--- config.mk ---
export PLATFORM = sky130hd
export DESIGN_NAME = sorted_priority_queue
export DESIGN_NICKNAME = d
export VERILOG_FILES = /design/src/rtl/core/spq_pkg.sv /design/src/rtl/core/sorted_priority_queue.sv
export SDC_FILE = /design/constraint.sdc
export NUM_CORES = 1
export LEC_CHECK = 0
export BUFFER_PORTS_ARGS = -buffer_cell sky130_fd_sc_hd__buf_4
export CAP_MARGIN = 5
export CORE_UTILIZATION = 45
export DETAILED_ROUTE_END_ITERATION = 16
export SLEW_MARGIN = 5
export SYNTH_ARGS = -nofsm -noshare
export SYNTH_HDL_FRONTEND = slang
export SYNTH_SLANG_ARGS = --single-unit
--- constraint.sdc ---
create_clock -name clock -period 5.97 [get_ports clock]
set_input_delay 1.194 -clock clock [delete_from_list [all_inputs] [get_ports clock]]
set_output_delay 1.194 -clock clock [all_outputs]
set_load 0.01 [all_outputs]
--- src/rtl/core/spq_pkg.sv ---
// Shared types, sizes and codes of the sorted priority queue.
// Depends on nothing; imported by the queue core and by its port checker.
`default_nettype none

package spq_pkg;

   localparam int DEPTH   = 16;
   localparam int ID_BITS = 8;
   localparam int AW      = $clog2(DEPTH);
   localparam int CNT_W   = $clog2(DEPTH + 1);

   localparam int ID_W        = 8;
   localparam int KEY_W       = 32;
   localparam int OCC_W       = 5;
   localparam int STAT_W      = 2;
   localparam int OP_W        = 2;
   localparam int REQ_TDATA_W = 40;
   localparam int RSP_TDATA_W = 48;

   typedef enum logic [OP_W-1:0] {
      OP_POP    = 2'd0,
      OP_SORTED = 2'd1,
      OP_APPEND = 2'd2,
      OP_REMOVE = 2'd3
   } opcode_type;

   typedef enum logic [STAT_W-1:0] {
      STAT_DONE      = 2'd0,
      STAT_EMPTY     = 2'd1,
      STAT_FULL      = 2'd2,
      STAT_NOT_FOUND = 2'd3
   } status_type;

   typedef enum logic [2:0] {
      S_IDLE,
      S_POP_CAP,
      S_SCAN,
      S_INS,
      S_DEL,
      S_FIN
   } state_type;

   typedef struct packed {
      logic [KEY_W-1:0]   key;
      logic [ID_BITS-1:0] id;
   } entry_type;

   // True when a is strictly smaller than b in (key, id) order.
   function automatic logic less_than(entry_type a, entry_type b);
      return (a.key < b.key) || ((a.key == b.key) && (a.id < b.id));
   endfunction

endpackage

`default_nettype wire

--- src/rtl/core/sorted_priority_queue.sv ---
// Sorted priority queue core: entry memory, scan and shift sequencer, result register.
// Depends on spq_pkg for sizes, entry type, opcodes and status codes.
//
// Requests arrive on req_ as one beat each: the opcode in req_tuser, the requester
// id and key in req_tdata. Every request gives exactly one response beat on rsp_,
// carrying the status in rsp_tuser and the popped id, popped key and occupancy in
// rsp_tdata. Requests are handled one at a time.
// All entries live in one memory with a single write port and a registered read
// port, so entries are read and moved one at a time. Pop on an empty queue, any
// full-queue insert, append, sorted insert into an empty queue and a remove on an
// empty queue go straight to the response without a scan or shift.
// Pop shifts the remaining entries forward. Sorted insert and remove scan from the
// front (one entry per cycle) and then shift the tail.
// A new request is taken while an earlier response still waits in the output
// register; if the receiver stalls, the finished next response waits inside the
// block and no further request is taken. Reset empties the queue and drops any
// pending response; the entry memory itself is not cleared.
`default_nettype none

module sorted_priority_queue
   import spq_pkg::*;
(
   input  wire                    clock,
   input  wire                    reset,
   input  wire                    req_tvalid,
   output logic                   req_tready,
   input  wire [REQ_TDATA_W-1:0]  req_tdata,   // requester_id [7:0], key [39:8]
   input  wire [OP_W-1:0]         req_tuser,   // opcode [1:0]
   output logic                   rsp_tvalid,
   input  wire                    rsp_tready,
   output logic [RSP_TDATA_W-1:0] rsp_tdata,   // popped_id [7:0], popped_key [39:8],
                                               // occupancy [44:40], zero above
   output logic [STAT_W-1:0]      rsp_tuser    // status [1:0]
);

   entry_type entry_mem [DEPTH];
   entry_type rd_entry_ff;

   state_type  state_ff, state_in;
   opcode_type op_ff, op_in;
   entry_type  new_ff, new_in;
   entry_type  pop_ff, pop_in;
   status_type status_ff, status_in;
   logic [CNT_W-1:0] cnt_ff, cnt_in;
   logic [CNT_W-1:0] nxt_ff, nxt_in;
   logic [CNT_W-1:0] pos_ff, pos_in;
   logic [AW-1:0]    chk_ff, chk_in;
   logic [AW-1:0]    wdst_ff, wdst_in;
   logic             pend_ff, pend_in;

   logic             rsp_valid_ff, rsp_valid_in;
   status_type       rsp_status_ff, rsp_status_in;
   entry_type        rsp_pop_ff, rsp_pop_in;
   logic [OCC_W-1:0] rsp_occ_ff, rsp_occ_in;

   logic          mem_we;
   logic [AW-1:0] mem_waddr;
   entry_type     mem_wdata;
   logic [AW-1:0] mem_raddr;

   opcode_type       req_op;
   entry_type        req_entry;
   logic             req_fire;
   logic             cnt_zero, cnt_full;
   logic             fwd_issue, ins_issue;
   logic             scan_hit, scan_end;
   logic             rsp_free;
   logic [CNT_W-1:0] nxt_inc, nxt_dec;

   assign req_op       = opcode_type'(req_tuser);
   assign req_entry.id  = req_tdata[ID_BITS-1:0];
   assign req_entry.key = req_tdata[ID_W +: KEY_W];
   assign req_tready   = (state_ff == S_IDLE);
   assign req_fire     = req_tvalid && req_tready;

   assign cnt_zero  = (cnt_ff == '0);
   assign cnt_full  = (cnt_ff == CNT_W'(DEPTH));
   assign nxt_inc   = nxt_ff + CNT_W'(1);
   assign nxt_dec   = nxt_ff - CNT_W'(1);
   assign fwd_issue = (nxt_ff < cnt_ff);
   assign ins_issue = (nxt_ff > pos_ff);
   assign rsp_free  = !rsp_valid_ff || rsp_tready;

   always_comb begin
      scan_hit = 1'b0;
      if (pend_ff) begin
         if (op_ff == OP_REMOVE) begin
            scan_hit = (rd_entry_ff.id == new_ff.id);
         end else if (chk_ff == '0) begin
            scan_hit = less_than(new_ff, rd_entry_ff);
         end else begin
            scan_hit = !less_than(rd_entry_ff, new_ff);
         end
      end
   end

   assign scan_end = !pend_ff && !fwd_issue;

   // Next state.
   always_comb begin
      state_in = state_ff;
      case (state_ff)
         S_IDLE: begin
            if (req_fire) begin
               case (req_op)
                  OP_POP:    state_in = cnt_zero ? S_FIN : S_POP_CAP;
                  OP_SORTED: state_in = (cnt_full || cnt_zero) ? S_FIN : S_SCAN;
                  OP_APPEND: state_in = S_FIN;
                  OP_REMOVE: state_in = cnt_zero ? S_FIN : S_SCAN;
                  default:   state_in = S_FIN;
               endcase
            end
         end
         S_POP_CAP: state_in = S_DEL;
         S_SCAN: begin
            if (scan_hit) begin
               state_in = (op_ff == OP_REMOVE) ? S_DEL : S_INS;
            end else if (scan_end) begin
               state_in = (op_ff == OP_REMOVE) ? S_FIN : S_INS;
            end
         end
         S_INS: begin
            if (!ins_issue && !pend_ff) begin
               state_in = S_FIN;
            end
         end
         S_DEL: begin
            if (!fwd_issue && !pend_ff) begin
               state_in = S_FIN;
            end
         end
         S_FIN: begin
            if (rsp_free) begin
               state_in = S_IDLE;
            end
         end
         default: state_in = S_IDLE;
      endcase
   end

   // Datapath and memory control.
   always_comb begin
      op_in     = op_ff;
      new_in    = new_ff;
      pop_in    = pop_ff;
      status_in = status_ff;
      cnt_in    = cnt_ff;
      nxt_in    = nxt_ff;
      pos_in    = pos_ff;
      chk_in    = chk_ff;
      wdst_in   = wdst_ff;
      pend_in   = pend_ff;
      mem_we    = 1'b0;
      mem_waddr = wdst_ff;
      mem_wdata = rd_entry_ff;
      mem_raddr = '0;
      rsp_valid_in  = rsp_valid_ff && !rsp_tready;
      rsp_status_in = rsp_status_ff;
      rsp_pop_in    = rsp_pop_ff;
      rsp_occ_in    = rsp_occ_ff;
      case (state_ff)
         S_IDLE: begin
            if (req_fire) begin
               op_in     = req_op;
               new_in    = req_entry;
               pop_in    = '0;
               status_in = STAT_DONE;
               nxt_in    = '0;
               pend_in   = 1'b0;
               case (req_op)
                  OP_POP: begin
                     if (cnt_zero) begin
                        status_in = STAT_EMPTY;
                     end
                  end
                  OP_SORTED, OP_APPEND: begin
                     if (cnt_full) begin
                        status_in = STAT_FULL;
                     end else if (req_op == OP_APPEND || cnt_zero) begin
                        mem_we    = 1'b1;
                        mem_waddr = cnt_ff[AW-1:0];
                        mem_wdata = req_entry;
                        cnt_in    = cnt_ff + CNT_W'(1);
                     end
                  end
                  OP_REMOVE: begin
                     if (cnt_zero) begin
                        status_in = STAT_NOT_FOUND;
                     end
                  end
                  default: status_in = STAT_DONE;
               endcase
            end
         end
         S_POP_CAP: begin
            pop_in  = rd_entry_ff;
            nxt_in  = CNT_W'(1);
            pend_in = 1'b0;
         end
         S_SCAN: begin
            mem_raddr = nxt_ff[AW-1:0];
            if (scan_hit) begin
               pos_in  = CNT_W'(chk_ff);
               pend_in = 1'b0;
               nxt_in  = (op_ff == OP_REMOVE) ? CNT_W'(chk_ff) + CNT_W'(1) : cnt_ff;
            end else if (scan_end) begin
               if (op_ff == OP_REMOVE) begin
                  status_in = STAT_NOT_FOUND;
               end
               pos_in = cnt_ff;
               nxt_in = cnt_ff;
            end else begin
               pend_in = fwd_issue;
               chk_in  = nxt_ff[AW-1:0];
               if (fwd_issue) begin
                  nxt_in = nxt_inc;
               end
            end
         end
         S_INS: begin
            mem_raddr = nxt_dec[AW-1:0];
            if (pend_ff) begin
               mem_we = 1'b1;
            end
            if (ins_issue) begin
               wdst_in = nxt_ff[AW-1:0];
               pend_in = 1'b1;
               nxt_in  = nxt_dec;
            end else begin
               pend_in = 1'b0;
               if (!pend_ff) begin
                  mem_we    = 1'b1;
                  mem_waddr = pos_ff[AW-1:0];
                  mem_wdata = new_ff;
                  cnt_in    = cnt_ff + CNT_W'(1);
               end
            end
         end
         S_DEL: begin
            mem_raddr = nxt_ff[AW-1:0];
            if (pend_ff) begin
               mem_we = 1'b1;
            end
            if (fwd_issue) begin
               wdst_in = nxt_dec[AW-1:0];
               pend_in = 1'b1;
               nxt_in  = nxt_inc;
            end else begin
               pend_in = 1'b0;
               if (!pend_ff) begin
                  cnt_in = cnt_ff - CNT_W'(1);
               end
            end
         end
         S_FIN: begin
            if (rsp_free) begin
               rsp_valid_in  = 1'b1;
               rsp_status_in = status_ff;
               rsp_pop_in    = pop_ff;
               rsp_occ_in    = OCC_W'(cnt_ff);
            end
         end
         default: pend_in = 1'b0;
      endcase
   end

   always_ff @(posedge clock) begin
      if (mem_we) begin
         entry_mem[mem_waddr] <= mem_wdata;
      end
      rd_entry_ff <= entry_mem[mem_raddr];
   end

   always_ff @(posedge clock) begin
      if (reset) begin
         state_ff     <= S_IDLE;
         cnt_ff       <= '0;
         pend_ff      <= 1'b0;
         rsp_valid_ff <= 1'b0;
      end else begin
         state_ff     <= state_in;
         cnt_ff       <= cnt_in;
         pend_ff      <= pend_in;
         rsp_valid_ff <= rsp_valid_in;
      end
   end

   always_ff @(posedge clock) begin
      op_ff         <= op_in;
      new_ff        <= new_in;
      pop_ff        <= pop_in;
      status_ff     <= status_in;
      nxt_ff        <= nxt_in;
      pos_ff        <= pos_in;
      chk_ff        <= chk_in;
      wdst_ff       <= wdst_in;
      rsp_status_ff <= rsp_status_in;
      rsp_pop_ff    <= rsp_pop_in;
      rsp_occ_ff    <= rsp_occ_in;
   end

   assign rsp_tvalid = rsp_valid_ff;
   assign rsp_tuser  = rsp_status_ff;
   assign rsp_tdata  = {(RSP_TDATA_W - OCC_W - KEY_W - ID_W)'(0), rsp_occ_ff,
                        rsp_pop_ff.key, ID_W'(rsp_pop_ff.id)};

endmodule

`default_nettype wire

# == Yosys cells after proc, flatten, opt, wreduce, memory -nomap -nowiden ==
# Memory sizes are Yosys's and may differ from the RTL's. A register that Yosys moved wholly into a read port is not among the register bits.
# Index checks and enable logic that the tools add are counted.
# totals
n_memories,1
word_cells,186
regBits,159
output_inout_bits,52
mem_bits_rw,640
input_bits,46
# memory_table
name,depth,word_bits,read_ports,rd_clocked_by_memory_dff,write_ports,line,rtl
entry_mem,16,40,1,1,1,sorted_priority_queue.sv:36,entry_type entry_mem [DEPTH];
# op_classes
muxes,81
bitwise,3
addsub,5
eq_ne,31
magnitude_cmp,6
n_reduce_logical,40
# ops
op,n
40-bit two-way mux,7
40-bit case mux with 2 select lines,2
5-bit two-way mux,15
32-bit == test,2
32-bit < comparator,2
4-bit two-way mux,9
3-bit two-way mux,11
"2-bit != test, second input constant",13
5-bit case mux with 5 select lines,1
4-bit case mux with 2 select lines,3
1-bit two-way mux,20
3-bit case mux with 6 select lines,1
8-bit < comparator,2
5-bit case mux with 3 select lines,1
2-bit two-way mux,6
3-bit case mux with 4 select lines,1
3-bit AND reduction,4
"5-bit by 1-bit adder with 5-bit output, second input constant",2
5-bit AND reduction,2
"5-bit by 1-bit subtractor with 5-bit output, second input constant",2
9-bit AND reduction,1
8-bit == test,1
2-bit AND reduction,4
2-bit nonzero test,4
26 further kinds,50

# == Depth between registers and ports, before layout ==
# depth
word_depth,9
mapped_depth,12
ltp_nobuf,10

# == Least setup slack after synthesis ==
# Ideal clock, no wire load.
# synth_timing
path_kind,input port to flip-flop
start,in req_tuser[0]
end,"mem entry_mem[0][0] (netlist bit), enable pin"
setup_time_ns,0.438
slack_ns,1.294
path_stages,8
path_buffers,1
required_ns,5.532
t_arrival_ns,4.239
cell_sequence,inv_1 ha_1 nor3b_1 buf_2 and2_0 a221o_1 or2_1 nor2_1
# synth_between
elab_chain_cells,9
word_cells_on_any_way,16
classes_between,eq/ne (2); mux (12); reduce/logical (2)
# synth_rtl
item,line,rtl
from (decl),sorted_priority_queue.sv:28,"input wire [OP_W-1:0] req_tuser,"
2-bit == test,"sorted_priority_queue.sv:170, sorted_priority_queue.sv:179",
1-bit logical OR,sorted_priority_queue.sv:179,end else if (req_op == OP_APPEND || cnt_zero) begin
1-bit two-way mux,sorted_priority_queue.sv:179,
1-bit two-way mux,sorted_priority_queue.sv:177,if (cnt_full) begin
1-bit two-way mux,sorted_priority_queue.sv:170,case (req_op)
1-bit two-way mux,sorted_priority_queue.sv:163,if (req_fire) begin
1-bit case mux with 3 select lines,sorted_priority_queue.sv:161,case (state_ff)
1-bit two-way mux,sorted_priority_queue.sv:268,if (mem_we) begin
1-bit two-way mux (implied by the code),sorted_priority_queue.sv:269,entry_mem[mem_waddr] <= mem_wdata;
to (decl),sorted_priority_queue.sv:36,
# Parallel ways exist; a longest one is shown, timed or not.

# == Worst setup path in the final report ==
# layout_timing
start,reg nxt_ff[1]
end,"mem entry_mem[3][33] (netlist bit), enable pin"
# layout_between
elab_chain_cells,5
word_cells_on_any_way,7
classes_between,order compare (1); mux (6)
# layout_rtl
item,line,rtl
from (decl),sorted_priority_queue.sv:45,"logic [CNT_W-1:0] nxt_ff, nxt_in;"
from (signal assigned),sorted_priority_queue.sv:293,nxt_ff <= nxt_in;
5-bit > comparator *,sorted_priority_queue.sv:81,assign ins_issue = (nxt_ff > pos_ff);
1-bit two-way mux,sorted_priority_queue.sv:225,if (ins_issue) begin
1-bit case mux with 3 select lines,sorted_priority_queue.sv:161,
1-bit two-way mux,sorted_priority_queue.sv:268,
1-bit two-way mux (implied by the code),sorted_priority_queue.sv:269,
# Mark *: on every way between the ends. The rest lies on a longest branch, timed or not.

==> flow_metrics.tcl <==
set metrics [dict create \
    status "finished clean" \
    yosysTopAreaCell "edfxtp_1" \
    final-setup-viol-count 0 \
    grt_util_all_layers 0.219 \
    vias 19500 \
    cts-root-buf "clkbuf_16" \
    ios 98 \
    dp.cells 3213 \
    multiInputGateArea_um2 8960 \
    yosys_most_used_dff "edfxtp_1" \
    drive_gt1_frac 0.141 \
    place_congestion 0.860 \
    crit_path_end_kind "flip-flop" \
    period_needed_ns 4.59 \
    ff_latch_area_um2 24700 \
    tritoncts "yes" \
    grt_pass1_vias 19300 \
    skew_ns 0.0142 \
    peakVddDrop_v 0.000221 \
    min_delay_path_depth 0 \
    path_max_fanout 24 \
    synth_xor_xnor_area_share 0.00332 \
    nets 2440 \
    area_delta_synth_final_pct 13.9 \
    ys_types 70 \
    rows 100 \
    diodes 0 \
    worst_pin_slew_ns 1.19 \
    synth-seq-cells 839 \
    synth_area_leaders "edfxtp_1, mux2i_1, nand2_1" \
    r2r_setup_slack_ns 1.38 \
    wl_per_cell_um 25.1 \
    hp-class "reg2reg" \
    netlist_area_um2 34300 \
    ys_warn_count 0 \
    synth_top_family_by_area "compound AO/OA/AOI/OAI gates" \
    die_height_um 278 \
    crit_arrival_ns 4.91 \
    drtIter0Drc 1748 \
    min_from "pop_ff[15]" \
    antenna_found_initial 1 \
    cp.required_ns 6.28 \
    postCtsSetupBuffers 0 \
    synth-simple-area-share 0.0713 \
    synth_compound_area_frac 0.0835 \
    die_w_um 278 \
    instances_no_fill 3372 \
    wl_mm 84.7 \
    r2r_cells 10 \
    clkLatencyLatePin_ns 0.63 \
    n_fill_cell 6054 \
    critPathKind "reg2reg" \
    holdPathEnd "rsp_tdata[15]" \
    rsz0062_at_grt "false" \
    synth.top_cell.area_share 0.691 \
    cts_made_buffers 87 \
    detailed_place_hpwl_mm 51.1 \
    hold_viol_final 0 \
    slew_violations 0 \
    start_kind "flip-flop" \
    ys_async_sr_fraction 0 \
    post_cts_resized 0 \
    start_util 0.457 \
    setup_tns_ns 0 \
    cts_buffer_depth 3 \
    vias_per_cell 5.78 \
    syn_area_per_cell_um2 15.3 \
    cts.sinks 839 \
    whs_ns 0.418 \
    cts-htree-levels 3 \
    regToRegEndpoint "entry_mem[3][33]" \
    r2r_start "nxt_ff[1]" \
    grt_start_max_net_pins 161 \
    maxCapViolCount 0 \
    die_area_um2 77300 \
    fmax_mhz 218 \
    ys_seq_area_frac 0.720 \
    clk_pin_slew_ns 0.06 \
    synthCells 2238 \
    synth_fa_ha_area_frac 0.0225 \
    power_density_nw_per_um2 490 \
    overflow 0 \
    grt_pass1_wl_mm 126 \
    synth_edf_count 789 \
    first_pass_iters 5 \
    ant_nets 0 \
    muxShareOfSynthArea 0.0745 \
    ctsHoldBuffers 0 \
    finalCritPeriodShare 0.770 \
    drc_errors 0 \
    fp.coreArea_um2 74900 \
    total_leakage_power_nw 13.1 \
    port_buffers 94 \
    relSlewSlack 0.203 \
]
==> through the flow <==
stage | utilization | total power, mW | setup WS (ns) | cell area, um2
2_1_floorplan | - | 11.9 | 1.29 | 34300
3_3_place_gp | 0.484 | 13.9 | 1.28 | 36300
3_5_place_dp | 0.484 | 14.0 | 1.26 | 36300
4_1_cts | 0.521 | 19.3 | 1.40 | 39000
5_1_grt | 0.521 | 20.0 | 1.18 | 39000
6_report | 0.521 | 19.1 | 1.38 | 39000
==> power breakdown <==
| part | total (mW) | internal (mW) | switching, mW | leakage (nW) |
|---|---|---|---|---|
| Sequential | 8.68 | 8.24 | 0.441 | 7.60 |
| Combinational | 5.19 | 1.53 | 3.66 | 4.16 |
| Clock | 5.26 | 3.04 | 2.21 | 1.34 |
| Total | 19.1 | 12.8 | 6.32 | 13.1 |
==> synth_stat cells (all sizes together) (3+ instances only) <==
cell	number
edfxtp	789
nand2	274
mux2i	165
and2	126
a211oi	122
clkbuf	82
a21oi	80
inv	62
ha	60
buf	51
dfxtp	50
nor2	47
a31oi	44
a22oi	41
a311oi	41
mux4	40
o21ai	25
nand3	12
nand4	10
a21o	9
nor3	8
xnor2	8
nand2b	7
nor2b	7
or3	6
a221o	5
a221oi	5
nor4	5
o21a	5
o21bai	5
xor2	5
nor3b	4
o211ai	4
or2	4
o22ai	3
==> worst max path at each step <==
stage                  from           endpoint  slack (ns)  depth (start not counted)
2_1_floorplan  req_tuser[0]    entry_mem[0][0]        1.29                          8
3_3_place_gp   req_tuser[0]  entry_mem[11][23]        1.28                         11
3_5_place_dp   req_tuser[0]   entry_mem[1][23]        1.26                         10
4_1_cts           nxt_ff[1]   entry_mem[3][26]        1.40                         10
5_1_grt           nxt_ff[1]   entry_mem[8][25]        1.18                         10
6_report          nxt_ff[1]   entry_mem[3][33]        1.38                         10
==> kinds of logic (layout without fill, tap and decap cells) <==
group / Yosys count / in the layout
DFF: 839 / 839
and+or+nand+nor: 518 / 518
AOI/OAI and AO/OA: 406 / 406
muxes: 205 / 205
buffers and inverters: 195 / 358
adders and majority gates: 61 / 61
xor gates and xnor gates: 13 / 13
other: 1 / 3
==> layout by cell type, fill, tap and decap left out, drive strengths merged, types with 60 or more instances in the layout <==
cell type / count
nand2: 274
a21oi: 80
ha: 60
edfxtp: 789
buf: 137
clkbuf: 108
mux2i: 165
and2: 126
a211oi: 122
inv: 66
==> critical path, stage by stage (launching register included) <==
cell and delay [ns]:
edfxtp_1 0.62, ha_1 0.40, nor2b_1 0.14, o21a_1 0.16, o21ai_0 0.16, a21o_1 0.43, and3_2 0.69, a221o_1 0.36
nand2_1 0.28, nor2_4 0.68, buf_12 0.28
==> metal layers <==
| layer | track usage | vias up | part of all wire |
|---|---|---|---|
| met4 | 0.0605 | 0 | 0.021 |
| met1 | 0.319 | 9959 | 0.45 |
| met3 | 0.0322 | 129 | 0.060 |
| met2 | 0.346 | 605 | 0.47 |
| li1 | - | 8796 | - |
| met5 | 0 | - | 0 |
==> sequential cells by signal (all words and copies together) (netlist names) <==
register and flops:
new_ff 40, rsp_tdata 40, nxt_ff 5, status_ff 2, rsp_tvalid 1, rd_entry_ff 40
pop_ff 40, pos_ff 5, cnt_ff 5, state_ff 3, pend_ff 1, rsp_occ_ff 5
chk_ff 4, wdst_ff 4, entry_mem 640, rsp_tuser 2, op_ff 2
==> final cells by class <==
type / instances / share of cell area
multi-input combinational: 1206 / 0.229
tap: 969 / 0.0310
clock buffer: 108 / 0.0591
clock inverter: 51 / 0.0113
timing repair buffer: 137 / 0.0308
sequential: 839 / 0.632
inverter: 62 / 0.00596
Note: power is estimated with default switching activity, not from simulation.
